===== src/hdl/pspq_pkg.sv =====
// Package for the process stack with priority run queue.
// Holds the payload structs, command, operation, status and back-end state codes, and default sizes.
// No dependencies.
`default_nettype none

package pspq_pkg;

    localparam int DEPTH_DEF   = 8;
    localparam int ID_BITS_DEF = 16;
    localparam int CMD_W       = 3;
    localparam int PID_W       = 16;
    localparam int PRI_W       = 4;
    localparam int STAT_W      = 3;

    localparam logic [CMD_W-1:0] CMD_ASSIGN  = 3'd0;
    localparam logic [CMD_W-1:0] CMD_REMOVE  = 3'd1;
    localparam logic [CMD_W-1:0] CMD_FREE    = 3'd2;
    localparam logic [CMD_W-1:0] CMD_LIST_Q  = 3'd3;
    localparam logic [CMD_W-1:0] CMD_DRAIN   = 3'd4;
    localparam logic [CMD_W-1:0] CMD_LIST_S  = 3'd5;

    typedef enum logic [2:0] {
        OP_ASSIGN,
        OP_REMOVE,
        OP_FREE,
        OP_LIST_Q,
        OP_DRAIN,
        OP_LIST_S,
        OP_NOP
    } t_op;

    typedef enum logic [STAT_W-1:0] {
        STAT_DONE      = 3'd0,
        STAT_FULL      = 3'd1,
        STAT_NOT_FOUND = 3'd2,
        STAT_EMPTY     = 3'd3,
        STAT_LISTED    = 3'd4
    } t_status;

    typedef enum logic [3:0] {
        BK_IDLE,
        BK_EXEC,
        BK_INS_RD,
        BK_INS_CMP,
        BK_INS_WR,
        BK_SRCH_RD,
        BK_SRCH_CMP,
        BK_SHIFT_RD,
        BK_SHIFT_CMP,
        BK_LST_RD,
        BK_LST_EMIT,
        BK_REPLY
    } t_bk_state;

    typedef struct packed {
        logic [CMD_W-1:0] cmd;
        logic [PID_W-1:0] proc_id;
        logic [PRI_W-1:0] proc_priority;
    } t_in;

    typedef struct packed {
        logic [STAT_W-1:0] status;
        logic [PID_W-1:0]  entry_id;
        logic [PRI_W-1:0]  entry_priority;
        logic              last;
    } t_out;

    typedef struct packed {
        t_op              op;
        logic [PID_W-1:0] id;
        logic [PRI_W-1:0] pri;
    } t_job;

    typedef struct packed {
        logic valid;
        t_job job;
    } t_job_link;

endpackage

`default_nettype wire


===== src/hdl/pspq_front.sv =====
// Front end: accepts input beats, decodes the command into an operation and
// buffers the decoded jobs in a two-entry queue for the back end.
// Depends on pspq_pkg.
`default_nettype none

module pspq_front (
    input  wire logic              i_clk,
    input  wire logic              i_rst_n,
    input  wire logic              i_in_valid,
    output logic                   o_in_ready,
    input  wire pspq_pkg::t_in     i_in_data,
    output pspq_pkg::t_job_link    o_job,
    input  wire logic              i_job_ready
);
    import pspq_pkg::*;

    t_job       r_buf [2];
    logic       r_wr_ptr;
    logic       r_rd_ptr;
    logic [1:0] r_cnt;
    t_job       dec_job;
    logic       push;
    logic       pop;

    always_comb begin
        dec_job.id  = i_in_data.proc_id;
        dec_job.pri = i_in_data.proc_priority;
        case (i_in_data.cmd)
            CMD_ASSIGN: dec_job.op = OP_ASSIGN;
            CMD_REMOVE: dec_job.op = OP_REMOVE;
            CMD_FREE:   dec_job.op = OP_FREE;
            CMD_LIST_Q: dec_job.op = OP_LIST_Q;
            CMD_DRAIN:  dec_job.op = OP_DRAIN;
            CMD_LIST_S: dec_job.op = OP_LIST_S;
            default:    dec_job.op = OP_NOP;
        endcase
    end

    assign o_in_ready  = (r_cnt != 2'd2);
    assign push        = i_in_valid && o_in_ready;
    assign o_job.valid = (r_cnt != 2'd0);
    assign o_job.job   = r_buf[r_rd_ptr];
    assign pop         = o_job.valid && i_job_ready;

    always_ff @(posedge i_clk) begin
        if (push) begin
            r_buf[r_wr_ptr] <= dec_job;
        end
    end

    always_ff @(posedge i_clk) begin
        if (!i_rst_n) begin
            r_wr_ptr <= 1'b0;
            r_rd_ptr <= 1'b0;
            r_cnt    <= 2'd0;
        end else begin
            if (push) begin
                r_wr_ptr <= ~r_wr_ptr;
            end
            if (pop) begin
                r_rd_ptr <= ~r_rd_ptr;
            end
            if (push && !pop) begin
                r_cnt <= r_cnt + 2'd1;
            end else if (pop && !push) begin
                r_cnt <= r_cnt - 2'd1;
            end
        end
    end

    assert property (@(posedge i_clk) disable iff (!i_rst_n)
        (r_cnt == 2'd2) |-> !o_in_ready)
        else $error("front queue accepts while full");

    assert property (@(posedge i_clk) disable iff (!i_rst_n)
        (r_cnt == 2'd0) |-> (r_wr_ptr == r_rd_ptr))
        else $error("front queue pointers disagree when empty");

    assert property (@(posedge i_clk) disable iff (!i_rst_n)
        (push && !pop) |=> (r_cnt != 2'd0))
        else $error("front queue lost a pushed job");

endmodule

`default_nettype wire


===== src/hdl/pspq_back.sv =====
// Back end: runs the decoded jobs against the stack and run queue memories
// and drives the result register. Depends on pspq_pkg.
`default_nettype none

module pspq_back #(
    parameter int DEPTH   = pspq_pkg::DEPTH_DEF,
    parameter int ID_BITS = pspq_pkg::ID_BITS_DEF
) (
    input  wire logic              i_clk,
    input  wire logic              i_rst_n,
    input  wire pspq_pkg::t_job_link i_job,
    output logic                   o_job_ready,
    output logic                   o_out_valid,
    input  wire logic              i_out_ready,
    output pspq_pkg::t_out         o_out_data
);
    import pspq_pkg::*;

    localparam int CNT_W  = $clog2(DEPTH + 1);
    localparam int ADDR_W = (DEPTH > 1) ? $clog2(DEPTH) : 1;
    localparam int ENT_W  = ID_BITS + PRI_W;
    localparam logic [CNT_W-1:0] FULL_CNT = CNT_W'(DEPTH);
    localparam logic [CNT_W-1:0] ONE      = CNT_W'(1);

    logic [ENT_W-1:0] r_stack [DEPTH];
    logic [ENT_W-1:0] r_queue [DEPTH];
    logic [ENT_W-1:0] r_rd_s;
    logic [ENT_W-1:0] r_rd_q;

    t_bk_state        r_state, n_state;
    t_job             r_job, n_job;
    logic             r_sel, n_sel;
    logic [CNT_W-1:0] r_idx, n_idx;
    logic [CNT_W-1:0] r_sc, n_sc;
    logic [CNT_W-1:0] r_qc, n_qc;
    t_status          r_stat, n_stat;
    logic             r_out_valid, n_out_valid;
    t_out             r_out, n_out;

    logic [CNT_W-1:0]  rd_idx;
    logic [CNT_W-1:0]  wr_idx;
    logic [ENT_W-1:0]  wr_data;
    logic              we_s;
    logic              we_q;
    logic [CNT_W-1:0]  cnt;
    logic [CNT_W-1:0]  idx_inc;
    logic [ENT_W-1:0]  rdata;
    logic [ENT_W-1:0]  job_ent;
    logic [31:0]       job_id_ext;
    logic [31:0]       ent_id_ext;
    logic              out_free;
    logic              out_load;

    assign job_id_ext = {16'd0, r_job.id};
    assign job_ent    = {job_id_ext[ID_BITS-1:0], r_job.pri};
    assign rdata      = r_sel ? r_rd_q : r_rd_s;
    assign ent_id_ext = 32'(rdata[ENT_W-1:PRI_W]);
    assign cnt        = r_sel ? r_qc : r_sc;
    assign idx_inc    = r_idx + ONE;
    assign out_free   = !r_out_valid || i_out_ready;

    always_ff @(posedge i_clk) begin
        if (we_s) begin
            r_stack[wr_idx[ADDR_W-1:0]] <= wr_data;
        end
        if (we_q) begin
            r_queue[wr_idx[ADDR_W-1:0]] <= wr_data;
        end
        r_rd_s <= r_stack[rd_idx[ADDR_W-1:0]];
        r_rd_q <= r_queue[rd_idx[ADDR_W-1:0]];
    end

    always_ff @(posedge i_clk) begin
        if (!i_rst_n) begin
            r_state     <= BK_IDLE;
            r_sc        <= '0;
            r_qc        <= '0;
            r_out_valid <= 1'b0;
        end else begin
            r_state     <= n_state;
            r_sc        <= n_sc;
            r_qc        <= n_qc;
            r_out_valid <= n_out_valid;
        end
    end

    always_ff @(posedge i_clk) begin
        r_job  <= n_job;
        r_sel  <= n_sel;
        r_idx  <= n_idx;
        r_stat <= n_stat;
        r_out  <= n_out;
    end

    always_comb begin
        n_state     = r_state;
        n_job       = r_job;
        n_sel       = r_sel;
        n_idx       = r_idx;
        n_sc        = r_sc;
        n_qc        = r_qc;
        n_stat      = r_stat;
        n_out       = r_out;
        n_out_valid = r_out_valid && !i_out_ready;
        out_load    = 1'b0;
        o_job_ready = 1'b0;
        rd_idx      = r_idx;
        wr_idx      = r_idx;
        wr_data     = rdata;
        we_s        = 1'b0;
        we_q        = 1'b0;

        case (r_state)
            BK_IDLE: begin
                o_job_ready = 1'b1;
                if (i_job.valid) begin
                    n_job   = i_job.job;
                    n_state = BK_EXEC;
                end
            end
            BK_EXEC: begin
                n_idx  = '0;
                n_stat = STAT_DONE;
                case (r_job.op)
                    OP_ASSIGN: begin
                        if (r_sc == FULL_CNT) begin
                            n_stat  = STAT_FULL;
                            n_state = BK_REPLY;
                        end else begin
                            we_s    = 1'b1;
                            wr_idx  = r_sc;
                            wr_data = job_ent;
                            n_sc    = r_sc + ONE;
                            n_sel   = 1'b1;
                            n_idx   = r_qc;
                            n_state = (r_qc == FULL_CNT) ? BK_REPLY : BK_INS_RD;
                        end
                    end
                    OP_REMOVE: begin
                        n_sel = 1'b0;
                        if (r_sc == '0) begin
                            n_stat  = STAT_EMPTY;
                            n_state = BK_REPLY;
                        end else begin
                            n_state = BK_SRCH_RD;
                        end
                    end
                    OP_FREE: begin
                        n_state = BK_REPLY;
                        if (r_sc == '0) begin
                            n_stat = STAT_EMPTY;
                        end else begin
                            n_sc = '0;
                            n_qc = '0;
                        end
                    end
                    OP_LIST_Q, OP_DRAIN: begin
                        n_sel = 1'b1;
                        if (r_qc == '0) begin
                            n_stat  = STAT_EMPTY;
                            n_state = BK_REPLY;
                        end else begin
                            n_state = BK_LST_RD;
                        end
                    end
                    OP_LIST_S: begin
                        n_sel = 1'b0;
                        if (r_sc == '0) begin
                            n_stat  = STAT_EMPTY;
                            n_state = BK_REPLY;
                        end else begin
                            n_state = BK_LST_RD;
                        end
                    end
                    default: begin
                        n_state = BK_REPLY;
                    end
                endcase
            end
            BK_INS_RD: begin
                rd_idx = r_idx - ONE;
                n_state = (r_idx == '0) ? BK_INS_WR : BK_INS_CMP;
            end
            BK_INS_CMP: begin
                if (r_rd_q[PRI_W-1:0] < r_job.pri) begin
                    we_q    = 1'b1;
                    wr_data = r_rd_q;
                    n_idx   = r_idx - ONE;
                    n_state = BK_INS_RD;
                end else begin
                    n_state = BK_INS_WR;
                end
            end
            BK_INS_WR: begin
                we_q    = 1'b1;
                wr_data = job_ent;
                n_qc    = r_qc + ONE;
                n_stat  = STAT_DONE;
                n_state = BK_REPLY;
            end
            BK_SRCH_RD: begin
                if (r_idx == cnt) begin
                    n_stat  = r_sel ? STAT_DONE : STAT_NOT_FOUND;
                    n_state = BK_REPLY;
                end else begin
                    n_state = BK_SRCH_CMP;
                end
            end
            BK_SRCH_CMP: begin
                if (rdata[ENT_W-1:PRI_W] == job_id_ext[ID_BITS-1:0]) begin
                    n_state = BK_SHIFT_RD;
                end else begin
                    n_idx   = idx_inc;
                    n_state = BK_SRCH_RD;
                end
            end
            BK_SHIFT_RD: begin
                rd_idx = idx_inc;
                if (idx_inc < cnt) begin
                    n_state = BK_SHIFT_CMP;
                end else if (r_sel) begin
                    n_qc    = r_qc - ONE;
                    n_stat  = STAT_DONE;
                    n_state = BK_REPLY;
                end else begin
                    n_sc    = r_sc - ONE;
                    n_sel   = 1'b1;
                    n_idx   = '0;
                    n_state = BK_SRCH_RD;
                end
            end
            BK_SHIFT_CMP: begin
                we_s    = !r_sel;
                we_q    = r_sel;
                n_idx   = idx_inc;
                n_state = BK_SHIFT_RD;
            end
            BK_LST_RD: begin
                n_state = BK_LST_EMIT;
            end
            BK_LST_EMIT: begin
                if (out_free) begin
                    out_load             = 1'b1;
                    n_out_valid          = 1'b1;
                    n_out.status         = STAT_LISTED;
                    n_out.entry_id       = ent_id_ext[PID_W-1:0];
                    n_out.entry_priority = rdata[PRI_W-1:0];
                    n_out.last           = (idx_inc == cnt);
                    n_idx                = idx_inc;
                    if (idx_inc == cnt) begin
                        if (r_job.op == OP_DRAIN) begin
                            n_qc = '0;
                        end
                        n_state = BK_IDLE;
                    end else begin
                        n_state = BK_LST_RD;
                    end
                end
            end
            BK_REPLY: begin
                if (out_free) begin
                    out_load             = 1'b1;
                    n_out_valid          = 1'b1;
                    n_out.status         = r_stat;
                    n_out.entry_id       = '0;
                    n_out.entry_priority = '0;
                    n_out.last           = 1'b1;
                    n_state              = BK_IDLE;
                end
            end
            default: begin
                n_state = BK_IDLE;
            end
        endcase
    end

    assign o_out_valid = r_out_valid;
    assign o_out_data  = r_out;

    assert property (@(posedge i_clk) disable iff (!i_rst_n)
        (r_sc <= FULL_CNT) && (r_qc <= FULL_CNT))
        else $error("store count beyond depth");

    assert property (@(posedge i_clk) disable iff (!i_rst_n)
        (r_state == BK_INS_RD) |-> (r_qc < FULL_CNT))
        else $error("queue insertion started on a full queue");

    assert property (@(posedge i_clk) disable iff (!i_rst_n)
        (out_load && n_out.last) |=> (r_state == BK_IDLE))
        else $error("final result did not end the job");

    assert property (@(posedge i_clk) disable iff (!i_rst_n)
        (r_state == BK_LST_EMIT) |-> (r_idx < cnt))
        else $error("listing ran past the store count");

endmodule

`default_nettype wire


===== src/hdl/process_stack_priority_run_queue.sv =====
// Top level of the process stack with priority run queue.
// Instantiates pspq_front and pspq_back; depends on pspq_pkg.
//
//   channel   direction   handshake                      payload
//   input     in          i_in_valid / o_in_ready        i_in_data  (t_in)
//   result    out         o_out_valid / i_out_ready      o_out_data (t_out)
//
// The front takes a beat whenever its two-entry job queue has room.
// The back runs one job at a time through a single read port per store with
// registered read data: each entry searched, moved or listed takes a read state
// and then a compare, move or emit state. An assign shifts lower-priority queue
// entries to make room; a list or drain emits one result per entry.
// Reset is synchronous and empties both stores; a stalled result holds the back.
`default_nettype none

module process_stack_priority_run_queue #(
    parameter int DEPTH   = pspq_pkg::DEPTH_DEF,
    parameter int ID_BITS = pspq_pkg::ID_BITS_DEF
) (
    input  wire logic          i_clk,
    input  wire logic          i_rst_n,
    input  wire logic          i_in_valid,
    output logic               o_in_ready,
    input  wire pspq_pkg::t_in i_in_data,
    output logic               o_out_valid,
    input  wire logic          i_out_ready,
    output pspq_pkg::t_out     o_out_data
);
    import pspq_pkg::*;

    t_job_link job_link;
    logic      job_ready;

    pspq_front u_front (
        .i_clk       (i_clk),
        .i_rst_n     (i_rst_n),
        .i_in_valid  (i_in_valid),
        .o_in_ready  (o_in_ready),
        .i_in_data   (i_in_data),
        .o_job       (job_link),
        .i_job_ready (job_ready)
    );

    pspq_back #(
        .DEPTH   (DEPTH),
        .ID_BITS (ID_BITS)
    ) u_back (
        .i_clk       (i_clk),
        .i_rst_n     (i_rst_n),
        .i_job       (job_link),
        .o_job_ready (job_ready),
        .o_out_valid (o_out_valid),
        .i_out_ready (i_out_ready),
        .o_out_data  (o_out_data)
    );

endmodule

`default_nettype wire

===== config.mk =====
export PLATFORM = sky130hd
export DESIGN_NAME = process_stack_priority_run_queue
export DESIGN_NICKNAME = d
export VERILOG_FILES = /design/src/hdl/pspq_pkg.sv /design/src/hdl/pspq_front.sv /design/src/hdl/pspq_back.sv /design/src/hdl/process_stack_priority_run_queue.sv
export SDC_FILE = /design/constraint.sdc
export NUM_CORES = 1
export LEC_CHECK = 0
export ABC_AREA = 1
export BUFFER_PORTS_ARGS = -buffer_cell sky130_fd_sc_hd__buf_2
export CORE_MARGIN = 1.5
export CORE_UTILIZATION = 45
export CTS_BUF_LIST = sky130_fd_sc_hd__clkbuf_4 sky130_fd_sc_hd__clkbuf_8
export DETAILED_ROUTE_END_ITERATION = 8
export PLACE_DENSITY = 0.67
export SKIP_CTS_REPAIR_TIMING = 1
export SYNTH_ARGS = -nofsm -noshare
export SYNTH_HDL_FRONTEND = slang
export SYNTH_HIERARCHICAL = 1
export SYNTH_SLANG_ARGS = --single-unit

===== constraint.sdc =====
create_clock -name i_clk -period 4.1 [get_ports i_clk]
set_input_delay 0.205 -clock i_clk [delete_from_list [all_inputs] [get_ports i_clk]]
set_output_delay 0.205 -clock i_clk [all_outputs]
set_load 0.02 [all_outputs]

Yosys cells after proc, flatten, opt, wreduce, memory -nomap -nowiden:

Memory sizes are Yosys's and may differ from the RTL's. A register that Yosys moved wholly into a read port is not among the register bits.
Cells that the tools add are included.

* reductions and logical operators: 36
* bitwise gates (word level): 2
* add/subtract/negate cells: 8
* muxes and demuxes: 81
* magnitude comparators: 2
* equality and inequality tests: 44

Operator list (count)
* $mux W4: 28
* $mux W20: 4
* $pmux W20 S3: 1
* $mux W24: 2
* $pmux W24 S2: 1
* $pmux W4 S12: 1
* $pmux W4 S4: 2
* $eq A4 B4 Y1 const B: 6
* $mux W3: 8
* $pmux W4 S6: 1
* $pmux W3 S6: 1
* $eq A16 B16 Y1: 1
* $eq A4 B3 Y1 const B: 4
* $logic_not A4 Y1: 4
* $mux W2: 8
* $pmux W4 S2: 2
* $mux W1: 15
* $ne A2 B1 Y1 const B: 7
* $ne A2 B2 Y1 const B: 7
* $add A4 B1 Y4 const B: 3
* $eq A3 B2 Y1 const B: 4
* $eq A3 B3 Y1 const B: 4
* $pmux W3 S4: 1
* $reduce_and A6 Y1: 2
* other kinds (28): 56

* memories kept: 3
* register bits after elaboration: 49
* output and inout bits: 26
* memory bits (writable): 366
* input bits: 27

Memory list
* u_back.r_queue: depth 8, bits a word 20, read ports 1, clocked after Yosys merged registers in 1, write ports 1, line pspq_back.sv:26 `logic [ENT_W-1:0] r_queue [DEPTH];`
* u_back.r_stack: depth 8, bits a word 20, read ports 1, clocked after Yosys merged registers in 1, write ports 1, line pspq_back.sv:25 `logic [ENT_W-1:0] r_stack [DEPTH];`
* u_front.r_buf: depth 2, bits a word 23, read ports 1, clocked after Yosys merged registers in 1, write ports 1, line pspq_front.sv:17 `t_job r_buf [2];`

Logic depth before layout (Yosys ltp):

Gate-level depths: netlist of run 1.

* word-level depth: 6
* gate-level depth with buffers: 17
* gate-level depth less buffers: 14

Hierarchy:

The synthesis of run 1 kept the hierarchy.

Modules (own cells, without submodules)
* pspq_back: cells each 1790, seq. area each 12291.8 um^2, area an instance 18599.1 um^2, times used 1
* pspq_front: cells each 111, seq. area each 1481.4 um^2, area an instance 1920.6 um^2, times used 1

Worst setup path before layout of run 1:

Ideal clock, no wire load.

* kind: flip-flop to flip-flop
* start: register u_back.r_sc[0]
* end: memory u_back/r_queue[4][0] (netlist name) (enable)
* setup time: 397 ps
* arrival: 2472 ps
* period minus slack after synthesis: 2868 ps
* stages on the path, launching flop included: 12
* buffers on the path: 0
* setup slack: 1232 ps
* path through: dfxtp_1 inv_1 ha_1 nand2_1 nor2_1 nor2_2 nand2_1 o21ai_1 inv_1 nor2_1 nand2_1 nor2_1

* cells in the longest elaborated chain, start to end: 4

Ends and longest elaborated chain
* from (decl): line pspq_back.sv:34 `logic [CNT_W-1:0] r_sc, n_sc;`
* from (signal assigned): line pspq_back.sv:81 `r_sc <= n_sc;`
* $eq A4 B4 Y1: line pspq_back.sv:126 `if (r_sc == FULL_CNT) begin`
* $mux W3 *: line pspq_back.sv:126
* $mux W3 *: line pspq_back.sv:124 `case (r_job.op)`
* $mux W3 *: line pspq_back.sv:113 `case (r_state)`
* to (decl): line pspq_back.sv:26

Mark *: on every way between the ends. The rest lies on a longest branch, timed or not.

Final worst setup path of run 1:

* start: register u_back.r_sc[0]
* end: memory u_back/r_stack[2][0] (netlist name), data pin

* cells in the longest elaborated chain, start to end: 4

Ends and longest elaborated chain
* $eq A4 B4 Y1: line pspq_back.sv:126
* $mux W20: line pspq_back.sv:126
* $mux W20: line pspq_back.sv:124
* $pmux W20 S3: line pspq_back.sv:113
* named net u_back.wr_data[0]: line pspq_back.sv:42 `logic [ENT_W-1:0] wr_data;`
* to (decl): line pspq_back.sv:25

The timed path passes the listed nets, and every way through them passes these cells.

==> results.txt, run 1 <==
Slew Limit Fails - 0
Final setup violating endpoints - 0
Synthesis-to-layout area growth - 15.0%
Final core utilization - 52.2%
Top cells by area, synth - edfxtp_1 61%, nand2_1 11%, o211ai_1 6.0%
Worst slack, placed - 0.934 ns
Initial antenna violation count - 0
Final Hold Vio Count - 0
Number of max-cap violations - 0
Post-synth net total - 1943
Status - finished, final reports clean
Synth Warn # - 6
Die X - 217 um
Mapped Area - 20500 sq um
Placed Area - 21700 sq um
FF-to-FF Start - u_back/r_sc[0]
Lkg Pwr - 9.60 nW
Top-count cell post-synth - nand2_1
ANT nets after route - 0
Slew @ Worst Pin - 1.31 ns
# rows - 78
Period minus WS final - 3.28 ns
Design area - 23600 sq um
Cell taking the most area after synthesis - edfxtp_1
Via density - 5.23
GPL Wtd Cong - 0.921
Syn Inst Count - 1901
Antenna Cells - 0
HP Start - i_in_valid
Wire per inst - 18.6 um
1st-iter DRT viols - 1159
Max Clock Skew - 0.0346 ns
Worst skew pair latency - 0.66 ns
Metal1 wirelength - 20.5 mm
Crit Path Max Fanout - 20
Unrepaired setup endpoints after global routing - false
Worst vdd rail ir drop - 0.453 mV
Crit path capture type - flop
Clock transition at path regs - 0.06 ns
Synth cell types - 39
Avg Inst Size Synth - 10.8 sq um
Core area - 45200 sq um
Fraction of layout cells with a size suffix above 1 - 14.5%
Ports - 53
Via Count - 14100
TritonCTS clock tree - done
Hold Path Class - in2reg
CTS H-tree depth - 3
Worst Path Arrival - 3.54 ns
Fmax achieved - 0.305 GHz
Height of the die - 217 um
Rel. slew slack - 12.4%
Starting density of the core - 45.4%
Hold slack - 0.0264 ns
CTS Buf Count - 77
Setup_tns - 0 ns
Tcrit/Tclk final - 80.1%
DRT Wirelength - 49.9 mm
Layout Nets - 2068
Worst Setup SP - u_back/r_sc[0]
Async set or reset register ratio after synthesis - 0%
First-pass GRT wire length - 76.8 mm
Post-synthesis register bit count - 478
DIE AREA - 46900 sq um
GR Util All Layers - 21.5%
WL met3 - 3.27 mm
Top cell type's share of synthesized area - 61.5%
GRT overflow - 0
Sequential-to-total area share from yosys stat - 67.1%
FILL cells - 3833
Final worst slack - 0.817 ns
Number of global-route vias before repair - 13700
Top Metal Used - met4
Clk root buf - clkbuf_8
Synth top cells by count - 581 x nand2_1, 420 x edfxtp_1, 272 x inv_1
WS Path Type - reg2reg
Largest net degree at the start of global routing - 117
CP startpoint kind - flop
Clock sink count - 478
Met2 wire len - 24.7 mm
First-pass detailed-route iteration total - 8
IO buf count - 52
DP HPWL - 30.9 mm
P per Cell Area - 804 nW/um^2
Longest Clk Path Bufs - 3
Main flop type after synthesis - edfxtp_1
Worst Path Required - 4.36 ns
DRC - 0
Number of synthesized flops with an enable pin - 420
[metrics by stage]
| step | instances | power, mW |
|---|---|---|
| after floorplan | 1901 | 12.3 |
| after global placement | 2522 | 14.5 |
| after detailed placement | 2522 | 14.7 |
| after CTS | 2666 | 19.0 |
| after global routing | 2691 | 20.2 |
| final | 2691 | 19.0 |
[cell type report]
cell class	count	area (sq um)	area share, %
clock buffer	125	1550	6.55
tap	600	751	3.18
clock inverter	19	140	0.594
inverter	276	1040	4.39
multi-input combinational	1066	5410	22.9
sequential	478	13800	58.3
timing repair buffer	127	948	4.02
[registers in the layout, summed over array words and instances (netlist names), 20 cells and up, named ones only]
name and flops:
u_back/job_ent 20, u_back/o_out_data 24, u_back/r_queue 160, u_back/r_rd_q 20, u_back/r_rd_s 20, u_back/r_stack 160
u_front/r_buf 46
[placed cells by master, fill, tap and decap left out, types with 3 or more instances in the layout]
master	n
edfxtp_1	420
o211ai_1	163
buf_12	5
nand4_1	5
buf_2	52
xor2_1	5
dlygate4sd3_1	25
inv_1	272
nand3_1	52
nand2_1	581
clkinv_2	9
nor2_2	23
buf_4	45
clkbuf_4	28
o21ai_1	3
clkbuf_8	97
mux2_2	23
o221ai_1	20
inv_2	4
a21oi_1	25
ha_1	14
dfxtp_1	58
nor2_1	89
o21ai_0	35
[critical path: stages (launching register included)]
cell      delay (ns)
dfxtp_1         0.48
inv_1           0.13
ha_1            0.26
nand2_1         0.10
nor2_1          0.06
nor2_2          0.21
nand2_1         0.18
inv_1           0.16
nor2_1          0.06
buf_4           0.25
o221ai_1        1.01
[per-layer routing]
metal | GRT usage, % | up-vias
met5 | 0 | -
met4 | 7.75 | 0
li1 | - | 6703
met3 | 3.87 | 109
met1 | 27.4 | 6751
met2 | 36.7 | 521
[worst paths after layout]
check	cells after the start	end	slack, ns
worst max-delay path	10	u_back/r_stack[2][0]	0.82
worst min-delay path	4	u_front/r_wr_ptr	0.03
worst max register to register	10	u_back/r_stack[2][0]	0.82
worst min register to register	2	u_front/r_rd_ptr	0.51
[where the power goes]
part,internal [mW],total [mW],switching [mW]
Combinational,2.09,7.19,5.10
Sequential,7.01,7.48,0.473
Clock,2.42,4.32,1.90
Total,11.5,19.0,7.47
[cells by family after synthesis]
logic type                 synth area share, %
buffers and inverters                     6.95
xor gates and xnor gates                 0.299
adders and majority gates                0.951
DFF                                       67.1
muxes                                     1.26
AOI/OAI and AO/OA                         8.95
and+or+nand+nor                           14.5
Power figures use the tool's default switching activity.
==> run 2, diff against run 1 <==
==> constraint.sdc (replaced) <==
create_clock -name i_clk -period 3.4 [get_ports i_clk]
set_input_delay 0.17 -clock i_clk [delete_from_list [all_inputs] [get_ports i_clk]]
set_output_delay 0.17 -clock i_clk [all_outputs]
set_load 0.02 [all_outputs]
==> run 2 against run 1 <==
Compared with the run above: clock power grew 15%; via count grew 0.60%; sequential share of layout area shrank 0.25 points; register-to-register slack lost 0.51 ns; critical path depth is the same.
==> results.txt, run 2 (same netlist as run 1, synthesis figures left out) <==
Hold slack - 0.229 ns
Synthesis-to-layout area growth - 15.5%
Antenna Cells - 0
DIE AREA - 46900 sq um
Status - finished, final reports clean
FF-to-FF Start - u_back/r_sc[1]
Worst slack, placed - 0.444 ns
Crit path capture type - flop
Fraction of layout cells with a size suffix above 1 - 14.8%
Via density - 5.23
Height of the die - 217 um
HP Start - i_in_data[19]
Switching share of power - 39.3%
Commonest cells after routing, fill and taps aside - 581 x nand2_1, 420 x edfxtp_1, 272 x inv_1, 163 x o211ai_1, 89 x nor2_1
CTS H-tree depth - 3
Period minus WS final - 3.09 ns
Worst Path Arrival - 3.37 ns
Core area - 45200 sq um
Crit path max-delay cell type - o221ai_1
DP HPWL - 32.1 mm
Final worst slack - 0.308 ns
Layout Nets - 2092
WS Path Type - reg2reg
P per Cell Area - 964 nW/um^2
GPL Wtd Cong - 0.932
Final Hold Vio Count - 0
Ports - 53
CTS Buf Count - 76
First-pass detailed-route iteration total - 6
Hold Path Class - in2reg
IO buf count - 52
DRC - 0
DRT Wirelength - 50.4 mm
Seq pwr share - 39.2%
Final setup violating endpoints - 0
Int Pwr - 13.9 mW
TritonCTS clock tree - done
Lkg Pwr - 9.68 nW
Rel. slew slack - 20.0%
Slew @ Worst Pin - 1.20 ns
Crit Path Max Fanout - 20
Worst skew pair latency - 0.67 ns
Slew Limit Fails - 0
First-pass GRT wire length - 76.8 mm
Unrepaired setup endpoints after global routing - false
Final core utilization - 52.5%
Hold path depth - 2
Wire per inst - 18.6 um
Register-to-Register Path Depth - 10
Number of max-cap violations - 0
Via Count - 14200
P_sw - 8.98 mW
Largest stage delay on the critical path - 0.92 ns
Commonest non-fill, non-tap cell in the layout - nand2_1
Number of global-route vias before repair - 13800
Gate power share - 39.0%
Clock power frac - 21.8%
Worst Path Required - 3.68 ns
1st-iter DRT viols - 1030
GR Util All Layers - 21.7%
Cell Chain, Critical Path - inv_1, ha_1, nand2_1, nor2_1, nor2_2, nand2_1, inv_1, nor2_1, buf_12, o221ai_1
Starting density of the core - 45.4%
Initial antenna violation count - 1
Tcrit/Tclk final - 90.9%
# rows - 78
Finished Layout Cells - 2709
Max Clock Skew - 0.0320 ns
Setup_tns - 0 ns
Clk root buf - clkbuf_8
ANT nets after route - 0
CP startpoint kind - flop
Largest net degree at the start of global routing - 81
Die X - 217 um
Clock transition at path regs - 0.06 ns
GRT overflow - 0
Clock sink count - 478
Longest Clk Path Bufs - 3
Worst vdd rail ir drop - 0.556 mV
Dpl cells - 2546
Fmax achieved - 0.323 GHz
Worst Setup SP - u_back/r_sc[1]
[run 2: worst paths after layout]
check	slack [ns]	to
min reg2reg	0.49	u_front/r_rd_ptr
max	0.31	u_back/r_queue[5][2]
max reg2reg	0.31	u_back/r_queue[5][2]
min	0.23	u_front/r_buf[1][19]
[run 2: layout make-up]
cell class | instances | area, sq um
repair buffers | 152 | 1180
well taps | 600 | 751
clock inverters | 25 | 175
clock buffers | 112 | 1390
flip-flops and latches | 478 | 13800
multi-input cells | 1066 | 5410
inverters | 276 | 1040
fillers | 3871 | 21500
[run 2: layer usage]
metal  wire [um]  part of all wire (%)  track usage, %  vias to the layer above
met4        1830                   3.6            9.81                        2
met5          10                 0.020               0                        -
met1       20900                    41            27.7                     6797
met2       24500                    49            36.1                      498
met3        3140                   6.2            3.99                      133
li1            -                     -               -                     6738
[run 2: metrics by stage]
step | cell area, sq um | total power [mW]
detailed placement | 21900 | 17.9
global route | 23700 | 24.3
floorplan | 20500 | 14.8
finish | 23700 | 22.8
global placement | 21900 | 17.7
CTS | 23400 | 22.9
[run 2: power groups by stage]
| stage | sequential [mW] | clock (mW) | combinational [mW] |
|---|---|---|---|
| floorplan | 8.86 | 0 | 5.99 |
| global placement | 9.05 | 0 | 8.69 |
| detailed placement | 9.07 | 0 | 8.84 |
| CTS | 8.95 | 5.08 | 8.89 |
| global route | 9.04 | 5.31 | 9.97 |
| finish | 8.95 | 4.98 | 8.91 |
[run 2: critical path, delay by kind of cell, from the launching register on]
| kind | cells | cell delay [ns] |
|---|---|---|
| AO/OA/AOI/OAI | 1 | 0.92 |
| AND/OR/NAND/NOR | 5 | 0.64 |
| buffers and inverters | 3 | 0.46 |
| flip-flops | 1 | 0.44 |
| adder cells (fa/ha/maj) | 1 | 0.24 |
==> run 3, diff against run 2 <==
--- a/config.mk
+++ b/config.mk
@@ -7,11 +7,10 @@
 export LEC_CHECK = 0
 export ABC_AREA = 1
 export BUFFER_PORTS_ARGS = -buffer_cell sky130_fd_sc_hd__buf_2
-export CORE_MARGIN = 1.5
-export CORE_UTILIZATION = 45
+export CORE_UTILIZATION = 60
 export CTS_BUF_LIST = sky130_fd_sc_hd__clkbuf_4 sky130_fd_sc_hd__clkbuf_8
 export DETAILED_ROUTE_END_ITERATION = 8
-export PLACE_DENSITY = 0.67
+export PLACE_DENSITY = 0.83
 export SKIP_CTS_REPAIR_TIMING = 1
 export SYNTH_ARGS = -nofsm -noshare
 export SYNTH_HDL_FRONTEND = slang
==> constraint.sdc (replaced) <==
create_clock -name i_clk -period 3.8 [get_ports i_clk]
set_input_delay 0.19 -clock i_clk [delete_from_list [all_inputs] [get_ports i_clk]]
set_output_delay 0.19 -clock i_clk [all_outputs]
set_load 0.02 [all_outputs]
==> run 3 against run 2 <==
Compared with the run above: critical path type unchanged; sequential share of layout area increased by 1.1 points; setup slack improved by 0.37 ns; clock power decreased by 9.8%; critical endpoint is now u_back/r_queue[4][1]; count of clock-buffer cells in the layout increased by 2; flip-flop and latch count unchanged; power decreased by 11%; largest power group unchanged; fmax decreased by 1.1%.
==> results.txt, run 3 (same netlist as run 1, synthesis figures left out) <==
Worst Path Arrival - 3.46 ns
Height of the die - 187 um
Largest net degree at the start of global routing - 102
Synthesis-to-layout area growth - 13.4%
WS Path Type - reg2reg
Hold slack - 0.0314 ns
Number of max-cap violations - 0
Clk root buf - clkbuf_8
TritonCTS clock tree - done
CP startpoint kind - flop
Final core utilization - 69.2%
Fraction of layout cells with a size suffix above 1 - 13.5%
Finished Layout Cells - 2530
Rel. slew slack - 15.0%
Worst vdd rail ir drop - 0.604 mV
Fmax achieved - 0.320 GHz
FILL cells - 2199
Design area - 23300 sq um
Final worst slack - 0.675 ns
Layout Nets - 2063
Via density - 5.84
Lkg Pwr - 9.51 nW
DRC - 0
Tot Pwr - 20.3 mW
Starting density of the core - 61.0%
Worst slack, placed - 0.757 ns
Core area - 33600 sq um
FF-to-FF Start - u_back/r_sc[0]
1st-iter DRT viols - 1770
Placed Area - 21500 sq um
CTS Buf Count - 77
Via Count - 14800
Setup_tns - 0 ns
ANT nets after route - 0
Cell mode on critical path - nand2_1
Largest stage delay on the critical path - 0.59 ns
First-pass GRT wire length - 78.2 mm
CTS H-tree depth - 3
Commonest cells after routing, fill and taps aside - 581 x nand2_1, 420 x edfxtp_1, 272 x inv_1, 163 x o211ai_1, 90 x nor2_1
DRT Wirelength - 52.3 mm
DIE AREA - 34900 sq um
Dpl cells - 2365
Clock transition at path regs - 0.06 ns
Worst skew pair latency - 0.66 ns
Period minus WS final - 3.13 ns
Final setup violating endpoints - 0
Worst Path Required - 4.13 ns
Die X - 187 um
Longest Clk Path Bufs - 3
First-pass detailed-route iteration total - 8
Slew Limit Fails - 0
Max Clock Skew - 0.0503 ns
Final Hold Vio Count - 0
Wire per inst - 20.7 um
Crit path max-delay cell type - nor2_2
IO buf count - 52
Unrepaired setup endpoints after global routing - false
GPL Wtd Cong - 0.955
P per Cell Area - 874 nW/um^2
Status - finished, final reports clean
Number of global-route vias before repair - 14500
Commonest non-fill, non-tap cell in the layout - nand2_1
R2R Setup Slk - 0.67 ns
# rows - 67
Crit Path Max Fanout - 13
Clock sink count - 478
Crit path capture type - flop
Tcrit/Tclk final - 82.2%
Slew @ Worst Pin - 1.27 ns
GRT overflow - 0
HP Start - i_in_valid
Worst Setup SP - u_back/r_sc[0]
Initial antenna violation count - 2
Ports - 53
Antenna Cells - 0
GR Util All Layers - 29.5%
Cell Chain, Critical Path - inv_1, ha_1, nand2_1, nor2_1, nor2_2, nand2_1, o21ai_1, inv_1, nor2_1, nand2_1, nor2_2, buf_12
Hold Path Class - in2reg
DP HPWL - 29.6 mm
## run 3: worst paths after layout
path / end / depth (start not counted)
min reg2reg: u_back/job_ent[15] / 1
max reg2reg: u_back/r_queue[4][1] / 12
min: u_front/r_wr_ptr / 4
max: u_back/r_queue[4][1] / 12
## run 3: where the power goes
| part | switching [mW] | leakage (nW) | internal [mW] |
|---|---|---|---|
| clock | 2.06 | 0.823 | 2.42 |
| combinational | 5.55 | 4.37 | 2.22 |
| sequential | 0.516 | 4.32 | 7.57 |
## run 3: final cells by class
type                    instances  area, sq um  share of cell area, %
clock inverters                26          173                  0.742
well taps                     448          561                   2.41
clock buffers                 114         1390                   5.96
repair buffers                122          936                   4.02
flip-flops and latches        478        13800                   59.2
multi-input cells            1066         5410                   23.2
inverters                     276         1040                   4.45
## run 3: worst max-delay path: cells and delay by family, from the launching register on
family / cells / cell delay, ns
simple gates: 7 / 1.40
buf+inv: 3 / 0.45
flops: 1 / 0.43
compound gates: 1 / 0.28
fa+ha+maj: 1 / 0.25
## run 3: metal layers
metal / track usage [%] / vias to the layer above / part of all wire, %
met2: 48.0 / 926 / 47
li1: - / 6693 / -
met3: 5.16 / 266 / 9.5
met4: 18.7 / 0 / 7.1
met1: 36.8 / 6901 / 36
met5: 0 / - / 0
